$ cat config.mk
export PLATFORM = sky130hd
export DESIGN_NAME = hfsc_scan
export DESIGN_NICKNAME = d
export VERILOG_FILES = /design/src/rtl/hfsc_pkg.sv /design/src/rtl/hfsc_scan.sv
export SDC_FILE = /design/constraint.sdc
export NUM_CORES = 1
export LEC_CHECK = 0
export BUFFER_PORTS_ARGS = -buffer_cell sky130_fd_sc_hd__buf_2
export CORE_MARGIN = 2
export CORE_UTILIZATION = 60
export DETAILED_ROUTE_END_ITERATION = 8
export GPL_TIMING_DRIVEN = 1
export HOLD_SLACK_MARGIN = 0.12
export PLACE_DENSITY = 0.8
export SYNTH_ARGS = -nofsm -noshare
export SYNTH_HDL_FRONTEND = slang
export SYNTH_SLANG_ARGS = --single-unit
$ cat constraint.sdc
create_clock -name aclk -period 15.7 [get_ports aclk]
set_input_delay 3.14 -clock aclk [delete_from_list [all_inputs] [get_ports aclk]]
set_output_delay 3.14 -clock aclk [all_outputs]
set_load 0.03 [all_outputs]
$ cat src/rtl/hfsc_pkg.sv
// ----------------------------------------------------------------------------
// hfsc_pkg
// shared types, codes and signature tables for the header/footer carver
// ----------------------------------------------------------------------------
package hfsc_pkg;

    localparam int OFF_W  = 13;
    localparam int SIG_W  = 2;
    localparam int IDX_W  = 3;
    localparam int SLEN_W = 4;

    localparam logic [1:0] MODE_APPEND = 2'd0;
    localparam logic [1:0] MODE_FIND   = 2'd1;
    localparam logic [1:0] MODE_CLEAR  = 2'd2;

    localparam logic [SIG_W-1:0] SIG_JPEG = 2'd0;
    localparam logic [SIG_W-1:0] SIG_PNG  = 2'd1;
    localparam logic [SIG_W-1:0] SIG_PDF  = 2'd2;

    // byte 0 of each pattern in the lowest bits
    localparam logic [63:0] JPEG_HEAD = 64'h0000_0000_00FF_D8FF;
    localparam logic [63:0] JPEG_FOOT = 64'h0000_0000_0000_D9FF;
    localparam logic [63:0] PNG_HEAD  = 64'h0A1A_0A0D_474E_5089;
    localparam logic [63:0] PNG_FOOT  = 64'h8260_42AE_444E_4549;
    localparam logic [63:0] PDF_HEAD  = 64'h0000_002D_4644_5025;
    localparam logic [63:0] PDF_FOOT  = 64'h0000_0046_4F45_2525;

    typedef struct packed {
        logic             found;
        logic [SIG_W-1:0] sig;
    } hfsc_res_t;

    function automatic logic [SLEN_W-1:0] head_len(input logic [SIG_W-1:0] sig);
        logic [SLEN_W-1:0] len;
        case (sig)
            SIG_JPEG: len = 4'd3;
            SIG_PNG:  len = 4'd8;
            SIG_PDF:  len = 4'd5;
            default:  len = 4'd1;
        endcase
        return len;
    endfunction

    function automatic logic [SLEN_W-1:0] foot_len(input logic [SIG_W-1:0] sig);
        logic [SLEN_W-1:0] len;
        case (sig)
            SIG_JPEG: len = 4'd2;
            SIG_PNG:  len = 4'd8;
            SIG_PDF:  len = 4'd5;
            default:  len = 4'd1;
        endcase
        return len;
    endfunction

    function automatic logic [7:0] head_byte(input logic [SIG_W-1:0] sig,
                                             input logic [IDX_W-1:0] idx);
        logic [63:0] pat;
        case (sig)
            SIG_JPEG: pat = JPEG_HEAD;
            SIG_PNG:  pat = PNG_HEAD;
            SIG_PDF:  pat = PDF_HEAD;
            default:  pat = 64'd0;
        endcase
        return pat[{idx, 3'b000} +: 8];
    endfunction

    function automatic logic [7:0] foot_byte(input logic [SIG_W-1:0] sig,
                                             input logic [IDX_W-1:0] idx);
        logic [63:0] pat;
        case (sig)
            SIG_JPEG: pat = JPEG_FOOT;
            SIG_PNG:  pat = PNG_FOOT;
            SIG_PDF:  pat = PDF_FOOT;
            default:  pat = 64'd0;
        endcase
        return pat[{idx, 3'b000} +: 8];
    endfunction

endpackage

$ cat src/rtl/hfsc_scan.sv
// ----------------------------------------------------------------------------
// hfsc_scan
// scan sequencer: walks the buffer one byte compare at a time, header then
// footer search, with a per-signature footer cache for the current request
// ----------------------------------------------------------------------------
module hfsc_scan #(
    parameter int DEPTH = 4096
) (
    input  logic                           aclk,
    input  logic                           aresetn,
    input  logic                           start,
    input  logic [$clog2(DEPTH+1)-1:0]     start_pos,
    input  logic [$clog2(DEPTH+1)-1:0]     data_len,
    output logic [$clog2(DEPTH)-1:0]       rd_addr,
    input  logic [7:0]                     rd_data,
    output logic                           busy,
    output logic                           done,
    input  logic                           ack,
    output hfsc_pkg::hfsc_res_t            res,
    output logic [$clog2(DEPTH+1)-1:0]     res_start,
    output logic [$clog2(DEPTH+1)-1:0]     res_end
);
    import hfsc_pkg::*;

    localparam int LW  = $clog2(DEPTH + 1);
    localparam int AW  = $clog2(DEPTH);
    localparam int LW1 = LW + 1;
    localparam int NSIG = 3;

    localparam logic [3:0] ST_IDLE   = 4'd0;
    localparam logic [3:0] ST_POS    = 4'd1;
    localparam logic [3:0] ST_SIG    = 4'd2;
    localparam logic [3:0] ST_HRD    = 4'd3;
    localparam logic [3:0] ST_HCMP   = 4'd4;
    localparam logic [3:0] ST_FSTART = 4'd5;
    localparam logic [3:0] ST_FPOS   = 4'd6;
    localparam logic [3:0] ST_FRD    = 4'd7;
    localparam logic [3:0] ST_FCMP   = 4'd8;
    localparam logic [3:0] ST_DONE   = 4'd9;

    logic [3:0]       state_reg, state_next;
    logic [LW-1:0]    pos_reg, pos_next;
    logic [SIG_W-1:0] sig_reg, sig_next;
    logic [IDX_W-1:0] idx_reg, idx_next;
    logic [LW-1:0]    fp_reg, fp_next;
    logic             found_reg, found_next;
    logic [LW-1:0]    end_reg, end_next;

    // footer cache, one entry per signature
    logic          cv_reg [NSIG];
    logic          cv_next [NSIG];
    logic [LW-1:0] cfrom_reg [NSIG];
    logic [LW-1:0] cfrom_next [NSIG];
    logic          cfound_reg [NSIG];
    logic          cfound_next [NSIG];
    logic [LW-1:0] cq_reg [NSIG];
    logic [LW-1:0] cq_next [NSIG];

    logic [SLEN_W-1:0] hlen, flen, hlen_m1, flen_m1;
    logic [LW1-1:0]    hlen_x, flen_x, len_x;
    logic [LW1-1:0]    head_end, foot_end;
    logic [LW-1:0]     from_pos;
    logic [LW-1:0]     addr_sum;
    logic              hit;
    logic              adv;

    assign hlen    = head_len(sig_reg);
    assign flen    = foot_len(sig_reg);
    assign hlen_m1 = hlen - 4'd1;
    assign flen_m1 = flen - 4'd1;
    assign hlen_x  = {{(LW1-SLEN_W){1'b0}}, hlen};
    assign flen_x  = {{(LW1-SLEN_W){1'b0}}, flen};
    assign len_x   = {1'b0, data_len};
    assign head_end = {1'b0, pos_reg} + hlen_x;
    assign foot_end = {1'b0, fp_reg} + flen_x;
    assign from_pos = head_end[LW-1:0];

    // byte address unit shared by header and footer compares
    assign addr_sum = ((state_reg == ST_FRD) ? fp_reg : pos_reg)
                      + {{(LW-IDX_W){1'b0}}, idx_reg};
    assign rd_addr  = addr_sum[AW-1:0];

    assign hit = cv_reg[sig_reg] && (from_pos >= cfrom_reg[sig_reg])
                 && (!cfound_reg[sig_reg] || (from_pos <= cq_reg[sig_reg]));

    always_comb begin
        state_next  = state_reg;
        pos_next    = pos_reg;
        sig_next    = sig_reg;
        idx_next    = idx_reg;
        fp_next     = fp_reg;
        found_next  = found_reg;
        end_next    = end_reg;
        cv_next     = cv_reg;
        cfrom_next  = cfrom_reg;
        cfound_next = cfound_reg;
        cq_next     = cq_reg;
        adv         = 1'b0;
        case (state_reg)
            ST_IDLE: begin
                if (start) begin
                    pos_next = start_pos;
                    for (int i = 0; i < NSIG; i++) begin
                        cv_next[i] = 1'b0;
                    end
                    state_next = ST_POS;
                end
            end
            ST_POS: begin
                if (pos_reg >= data_len) begin
                    found_next = 1'b0;
                    end_next   = data_len;
                    state_next = ST_DONE;
                end else begin
                    sig_next   = SIG_JPEG;
                    state_next = ST_SIG;
                end
            end
            ST_SIG: begin
                if (head_end > len_x) begin
                    adv = 1'b1;
                end else begin
                    idx_next   = '0;
                    state_next = ST_HRD;
                end
            end
            ST_HRD: begin
                state_next = ST_HCMP;
            end
            ST_HCMP: begin
                if (rd_data == head_byte(sig_reg, idx_reg)) begin
                    if (idx_reg == hlen_m1[IDX_W-1:0]) begin
                        state_next = ST_FSTART;
                    end else begin
                        idx_next   = idx_reg + 3'd1;
                        state_next = ST_HRD;
                    end
                end else begin
                    adv = 1'b1;
                end
            end
            ST_FSTART: begin
                if ((from_pos >= data_len) || (flen_x > len_x)) begin
                    adv = 1'b1;
                end else if (hit) begin
                    if (cfound_reg[sig_reg]) begin
                        found_next = 1'b1;
                        end_next   = cq_reg[sig_reg] + {{(LW-SLEN_W){1'b0}}, flen};
                        state_next = ST_DONE;
                    end else begin
                        adv = 1'b1;
                    end
                end else begin
                    fp_next    = from_pos;
                    state_next = ST_FPOS;
                end
            end
            ST_FPOS: begin
                if (foot_end > len_x) begin
                    cv_next[sig_reg]     = 1'b1;
                    cfrom_next[sig_reg]  = from_pos;
                    cfound_next[sig_reg] = 1'b0;
                    adv = 1'b1;
                end else begin
                    idx_next   = '0;
                    state_next = ST_FRD;
                end
            end
            ST_FRD: begin
                state_next = ST_FCMP;
            end
            ST_FCMP: begin
                if (rd_data == foot_byte(sig_reg, idx_reg)) begin
                    if (idx_reg == flen_m1[IDX_W-1:0]) begin
                        cv_next[sig_reg]     = 1'b1;
                        cfrom_next[sig_reg]  = from_pos;
                        cfound_next[sig_reg] = 1'b1;
                        cq_next[sig_reg]     = fp_reg;
                        found_next = 1'b1;
                        end_next   = foot_end[LW-1:0];
                        state_next = ST_DONE;
                    end else begin
                        idx_next   = idx_reg + 3'd1;
                        state_next = ST_FRD;
                    end
                end else begin
                    fp_next    = fp_reg + 1'b1;
                    state_next = ST_FPOS;
                end
            end
            ST_DONE: begin
                if (ack) begin
                    state_next = ST_IDLE;
                end
            end
            default: begin
                state_next = ST_IDLE;
            end
        endcase
        if (adv) begin
            if (sig_reg == SIG_PDF) begin
                pos_next   = pos_reg + 1'b1;
                state_next = ST_POS;
            end else begin
                sig_next   = sig_reg + 2'd1;
                state_next = ST_SIG;
            end
        end
    end

    always_ff @(posedge aclk) begin
        if (!aresetn) begin
            state_reg <= ST_IDLE;
            for (int i = 0; i < NSIG; i++) begin
                cv_reg[i] <= 1'b0;
            end
        end else begin
            state_reg <= state_next;
            cv_reg    <= cv_next;
        end
        pos_reg    <= pos_next;
        sig_reg    <= sig_next;
        idx_reg    <= idx_next;
        fp_reg     <= fp_next;
        found_reg  <= found_next;
        end_reg    <= end_next;
        cfrom_reg  <= cfrom_next;
        cfound_reg <= cfound_next;
        cq_reg     <= cq_next;
    end

    assign busy      = (state_reg != ST_IDLE);
    assign done      = (state_reg == ST_DONE);
    assign res.found = found_reg;
    assign res.sig   = sig_reg;
    assign res_start = pos_reg;
    assign res_end   = end_reg;

endmodule

---- After elaboration in Yosys (flattened, before gate mapping) ----
Index checks and enable logic that the tools add are counted.
W data, S select, Z words.
cells by class
  muxes and demuxes ....................... 93
  eq/ne operators ......................... 37
  $lt $le $gt $ge ......................... 9
  shift-type cells ........................ 2
  bitwise logic cells ..................... 5
  reductions and logical operators ........ 21
  add/subtract/negate cells ............... 10
operators with widths
  kind                     number
  $mux W13                 18
  $pmux W64 S3             1
  $pmux W60 S3             1
  $mux W64                 2
  $shiftx A64 B7 Y8        2
  $mux W39                 3
  $bwmux W39               2
  $pmux W39 S2             1
  $bmux W13 S2             2
  $mux W4                  12
  $mux W3                  14
  $pmux W4 S10             1
  $ge A13 B13 Y1           3
  $pmux W13 S3             1
  $ne A2 B2 Y1 const B     15
  $add A13 B4 Y14          2
  $gt A14 B13 Y1           2
  $add A13 B1 Y13 const B  2
  $demux W13 S2            1
  $pmux W13 S2             1
  $pmux W4 S3              2
  $reduce_and A7 Y1        3
  $mux W1                  17
  $eq A4 B3 Y1 const B     4
  other kinds (43)         65
word-level totals
  bits of input ports ..................... 38
  flip-flop bits (word level) ............. 133
  logic and storage cells ................. 196
  output and inout port bits .............. 43

---- Longest topological paths before layout ----
  word-level depth ........................ 12
  gate-level depth with buffers ........... 27

---- Least setup slack after synthesis ----
Ideal clock, no wire load.
  path kind ............................... flip-flop to flip-flop
  start ................................... register sig_reg[1]
  end ..................................... register found_reg (enable)
  buffers on the path ..................... 3
  clock period less this slack ............ 7.592 ns
  data required time ...................... 15.273 ns
  stages on the path, launching flop included .. 27
  setup slack ............................. 8.108 ns
  arrival ................................. 7.165 ns
  cell sequence ........................... dfxtp_1 buf_2 buf_1 inv_1 ha_1 clkbuf_1 inv_1 ha_1 ha_1 a21oi_1 o21bai_1 o2bb2ai_1 a21oi_1 nor2_1 and3_1 nand3_1 xnor2_1 ha_1 nand3_1 nor2_1 o311a_1 or3b_2 maj3_2 a21o_1 o21ai_0 a22oi_1 nor4b_1
RTL lines
  item                                                              RTL line                          source
  start: declaration                                                hfsc_scan.sv:43                   logic [SIG_W-1:0] sig_reg, sig_next;
  start signal: assignment                                          hfsc_scan.sv:222                  sig_reg <= sig_next;
  $eq A2 B2 Y1, or another cell as far along                        hfsc_pkg.sv:35                    case (sig)
  $pmux W4 S3 *                                                     hfsc_pkg.sv:35
  $add A13 B4 Y14 *                                                 hfsc_scan.sv:74                   assign head_end = {1'b0, pos_reg} + hlen_x;
  net head_end[12]                                                  hfsc_scan.sv:61                   logic [LW1-1:0] head_end, foot_end;
  $ge A13 B13 Y1 / $le A13 B13 Y1 (equally long branches)           hfsc_scan.sv:83, hfsc_scan.sv:84
  $logic_and A1 B1 Y1 / $logic_or A1 B1 Y1 (equally long branches)  hfsc_scan.sv:83, hfsc_scan.sv:84
  $logic_and A1 B1 Y1                                               hfsc_scan.sv:84                   && (!cfound_reg[sig_reg] || (from_pos <= cq_reg[sig_reg]));
  $ne A2 B2 Y1 (no source line)                                     n/a
  $reduce_and A7 Y1 (no source line) *                              n/a
  end signal: assignment                                            hfsc_scan.sv:225                  found_reg <= found_next;
  end: declaration                                                  hfsc_scan.sv:46                   logic found_reg, found_next;
The timed path passes the listed nets; every way through them passes the cells marked *. The select of a mux whose other input is x is not followed.
A chain may end at the register's enable or synchronous reset.

---- Final worst setup path ----
  start ................................... register state_reg[0]
  end ..................................... output port rd_addr[10]
between the ends
  cells in the longest elaborated chain, start to end .. 3
RTL lines
  item                      RTL line          source
  start: declaration        hfsc_scan.sv:41   logic [3:0] state_reg, state_next;
  start signal: assignment  hfsc_scan.sv:218  state_reg <= state_next;
  $eq A4 B3 Y1              hfsc_scan.sv:79   assign addr_sum = ((state_reg == ST_FRD) ? fp_reg : pos_reg)
  $mux W12                  hfsc_scan.sv:79
  $add A12 B3 Y12           hfsc_scan.sv:80   + {{(LW-IDX_W){1'b0}}, idx_reg};
  end: declaration          hfsc_scan.sv:14   output logic [$clog2(DEPTH)-1:0] rd_addr,
No other way between the ends.

==> results by group <==
Run status
  – Status: complete, no violations

CTS
  – # Post-CTS Setup Buffers: 0
  – Clk slew on worst S/H paths: around 0.070 ns
  – CTS max path bufs: 2
  – Clock Sinks: 133
  – TritonCTS buffer count: 17
  – Root Driver: clkbuf_16
  – CTS H-tree lvls: 4
  – Worst-Skew Late Latency: 0.44 ns
  – Hold buffers post-CTS: 0
  – Post_cts resized: 0
  – CTS tree: done

Cells and area
  – Layout cells sized above 1: 13.6%
  – Area of the multi-input gates: a little over 0.006 mm^2
  – Antenna cells: 0
  – Finished Layout Cells: 1367
  – Synth-to-Final Area Change: 11.2%
  – Register Area: 0.00378 mm^2
  – Fillers: roughly 1300
  – Final #Nets: between 1000 and 1500

Power
  – Leakage power: 4.58 nW
  – P per Cell Area: just under 200 mW/mm^2
  – Peak supply drop: ~130 uV

STA
  – Final min period: roughly 7.3 ns
  – Setup Viol. Count Final: 0
  – Worst slew pin tran: 1.07 ns
  – Final worst path period share: 46.6%
  – Post-Route Setup TNS: 0 ns
  – Maximum clock frequency: 0.137 GHz
  – Clk_skew: 0.0117 ns
  – Slew Viols, Final: 0
  – Max transition margin: about 28%
  – Final Hold Violating Endpoints: 0
  – RSZ-0062 raised after global routing: false

Synth
  – Largest family of logic cells by synthesized area: compound AO/OA/AOI/OAI gates
  – Mux share of post-synthesis cell area: around 5.7%
  – Synthesized instance count: roughly 1100
  – Post-synth top flop: edfxtp_1
  – Synth Area in Simple Gates: 16.6%
  – Mapped Area: 0.0102 mm^2
  – Avg Synthesized Cell Area: 9.41 um^2
  – Syn Nets: 1214
  – Post-synthesis adder-cell area fraction: 11.5%
  – Post-synthesis register bit count: 133
  – Synth unique cells: 79
  – Ys Warns: 0
  – Post-synthesis compound-gate area fraction: 18.2%
  – Post-Synth XOR/XNOR Area: 6.92%
  – Ys async rst share: 0%
  – Part of the Yosys area used for sequential elements: 37.1%
  – Post-synth EDFFs: around 110

Worst setup path
  – CP Launch Type: flop
  – Crit Path Class: reg2out
  – Setup slack, reg-to-reg: 8.40 ns
  – Element type at the critical path end: output port
  – Maximum fanout along the worst path: 16
  – Critical Path RT: ~13 ns
  – CP arrival: 4.18 ns

Floorplan
  – Core ar.: 0.0166 mm^2
  – Die width: around 130 um
  – Std-Cell Rows: 47
  – IO Count: 81
  – Starting Density: 61.5%
  – Die area: 0.0181 mm^2
  – DIE HEIGHT: about 130 um

Detailed routing
  – WL final: ~30 mm
  – WL/cell: 21.5 um
  – Routed vias/inst: 6.61
  – # DRC: 0
  – Initial drt markers: roughly 900
  – Via Count: 9033
  – First-pass detailed-route iteration total: 6
  – Post-DRT Antenna Nets: 0

Place
  – DPL Wire Length: between 20 and 25 mm
  – Gpl congestion: 1.02
  – Buffers on Ports: 80
  – Dpl cells: 1335

Flow run
  – Max Cap Violations: 0

Global routing
  – Most Crowded Layer GR: met2
  – First-pass GRT wire length: ~46 mm
  – Met1 usage: roughly 47%
  – Initial antenna violation count: 0
  – GRT overflow: 0
  – Number of global-route vias before repair: between 8000 and 9000
  – GRT Resource Usage Total: 33.0%
  – Largest net degree at the start of global routing: 37
  – Met2 Track Usage GR: between 50 and 60%
  – Met3 Usage GRT: 4.35%

Worst hold path
  – HP Class: reg2reg
[cell usage in the layout, fill, tap and decap left out, types with 12 or more instances in the layout]
cell	count
nand4_1	16
nand2b_1	12
mux2i_1	52
a211oi_1	13
a21o_1	17
dfxtp_1	20
nand2_1	75
nor2_1	96
inv_1	38
nor2b_1	13
buf_2	80
edfxtp_1	112
a22oi_1	13
and3_1	20
o21ai_0	54
or3_1	17
a21oi_1	84
xnor2_1	44
nand3_1	36
buf_4	12
ha_1	91
xor2_1	34
clkbuf_16	17
[area by class of cell]
type                       count  area share (%)
clock buffer                  17            3.75
timing repair buffer          92            4.32
clock inverter                15            1.60
tap                          220            2.43
multi-input combinational    850            53.2
inverter                      40            1.32
sequential                   133            33.4
[where the power goes]
group	total, mW	leakage, nW	internal, mW	switching, mW
clock	0.410	0.294	0.228	0.182
sequential	0.564	1.20	0.467	0.0963
combinational	1.25	3.09	0.462	0.785
total	2.22	4.58	1.16	1.06
[routing by layer]
metal	part of all wire, %	wire [um]
met2	47	13900
met1	42	12300
met5	0	0
met4	2.2	662
met3	8.8	2580
[cells in the mapped netlist (11+ instances only)]
library cell  count  area [um^2]
nand3_1          36          180
ha_1             91         1140
o21ai_0          55          275
nor4_1           13         81.3
xor2_1           34          298
edfxtp_1        112         3360
a211oi_1         13         97.6
or3_1            17          106
xnor2_1          44          385
nand2b_1         12         75.1
a22oi_1          13         97.6
nor2b_1          14         87.6
a21o_1           17          128
nor2_1           96          360
nand2_1          75          282
and3_1           20          125
clkbuf_1         39          146
o221ai_1         11         96.3
inv_1            38          143
and2_1           11         68.8
dfxtp_1          21          420
nand4_1          16          100
mux2i_1          52          521
a21oi_1          84          420
[worst max-delay path, cell delays in order (launching register included)]
cell and delay, ns:
dfxtp_1 0.50, nor2b_1 0.39, and3_1 0.74, nand2_1 0.09
o21ai_0 0.12, ha_1 0.23, fa_1 0.21, a21oi_1 0.11
nor2_1 0.28, nand2_1 0.14, nor2_1 0.25, nand3_1 0.13
xor2_1 0.18, mux2i_1 0.13, buf_2 0.22
[metrics by stage]
stage | instance area, um^2 | hold slack [ns] | setup WS [ns] | total power [mW] | util (%)
floorplan | 10200 | 0.436 | 8.11 | 1.46 | -
global placement | 10700 | 0.450 | 8.65 | 1.75 | 64.8
detailed placement | 10700 | 0.463 | 8.51 | 1.78 | 64.8
CTS | 11300 | 0.479 | 8.41 | 2.19 | 68.4
global route | 11300 | 0.503 | 7.90 | 2.36 | 68.4
finish | 11300 | 0.479 | 8.38 | 2.22 | 68.4
[logic make-up (layout without fill, tap and decap cells)]
family	Yosys count	count (layout)
AND/OR/NAND/NOR	343	343
AO/OA/AOI/OAI	278	278
flip-flops	133	133
buffers and inverters	101	164
adder cells (fa/ha/maj)	93	93
XOR/XNOR	79	79
multiplexers	57	57
[worst paths after layout]
path	start	endpoint	cells after the start
setup / recovery	state_reg[0]	rd_addr[10]	14
hold / removal	cv_reg[1]	cv_reg[1]	2
setup reg to reg	sig_reg[1]	state_reg[0]	20
hold reg to reg	cv_reg[1]	cv_reg[1]	2
Power figures use the tool's default switching activity.
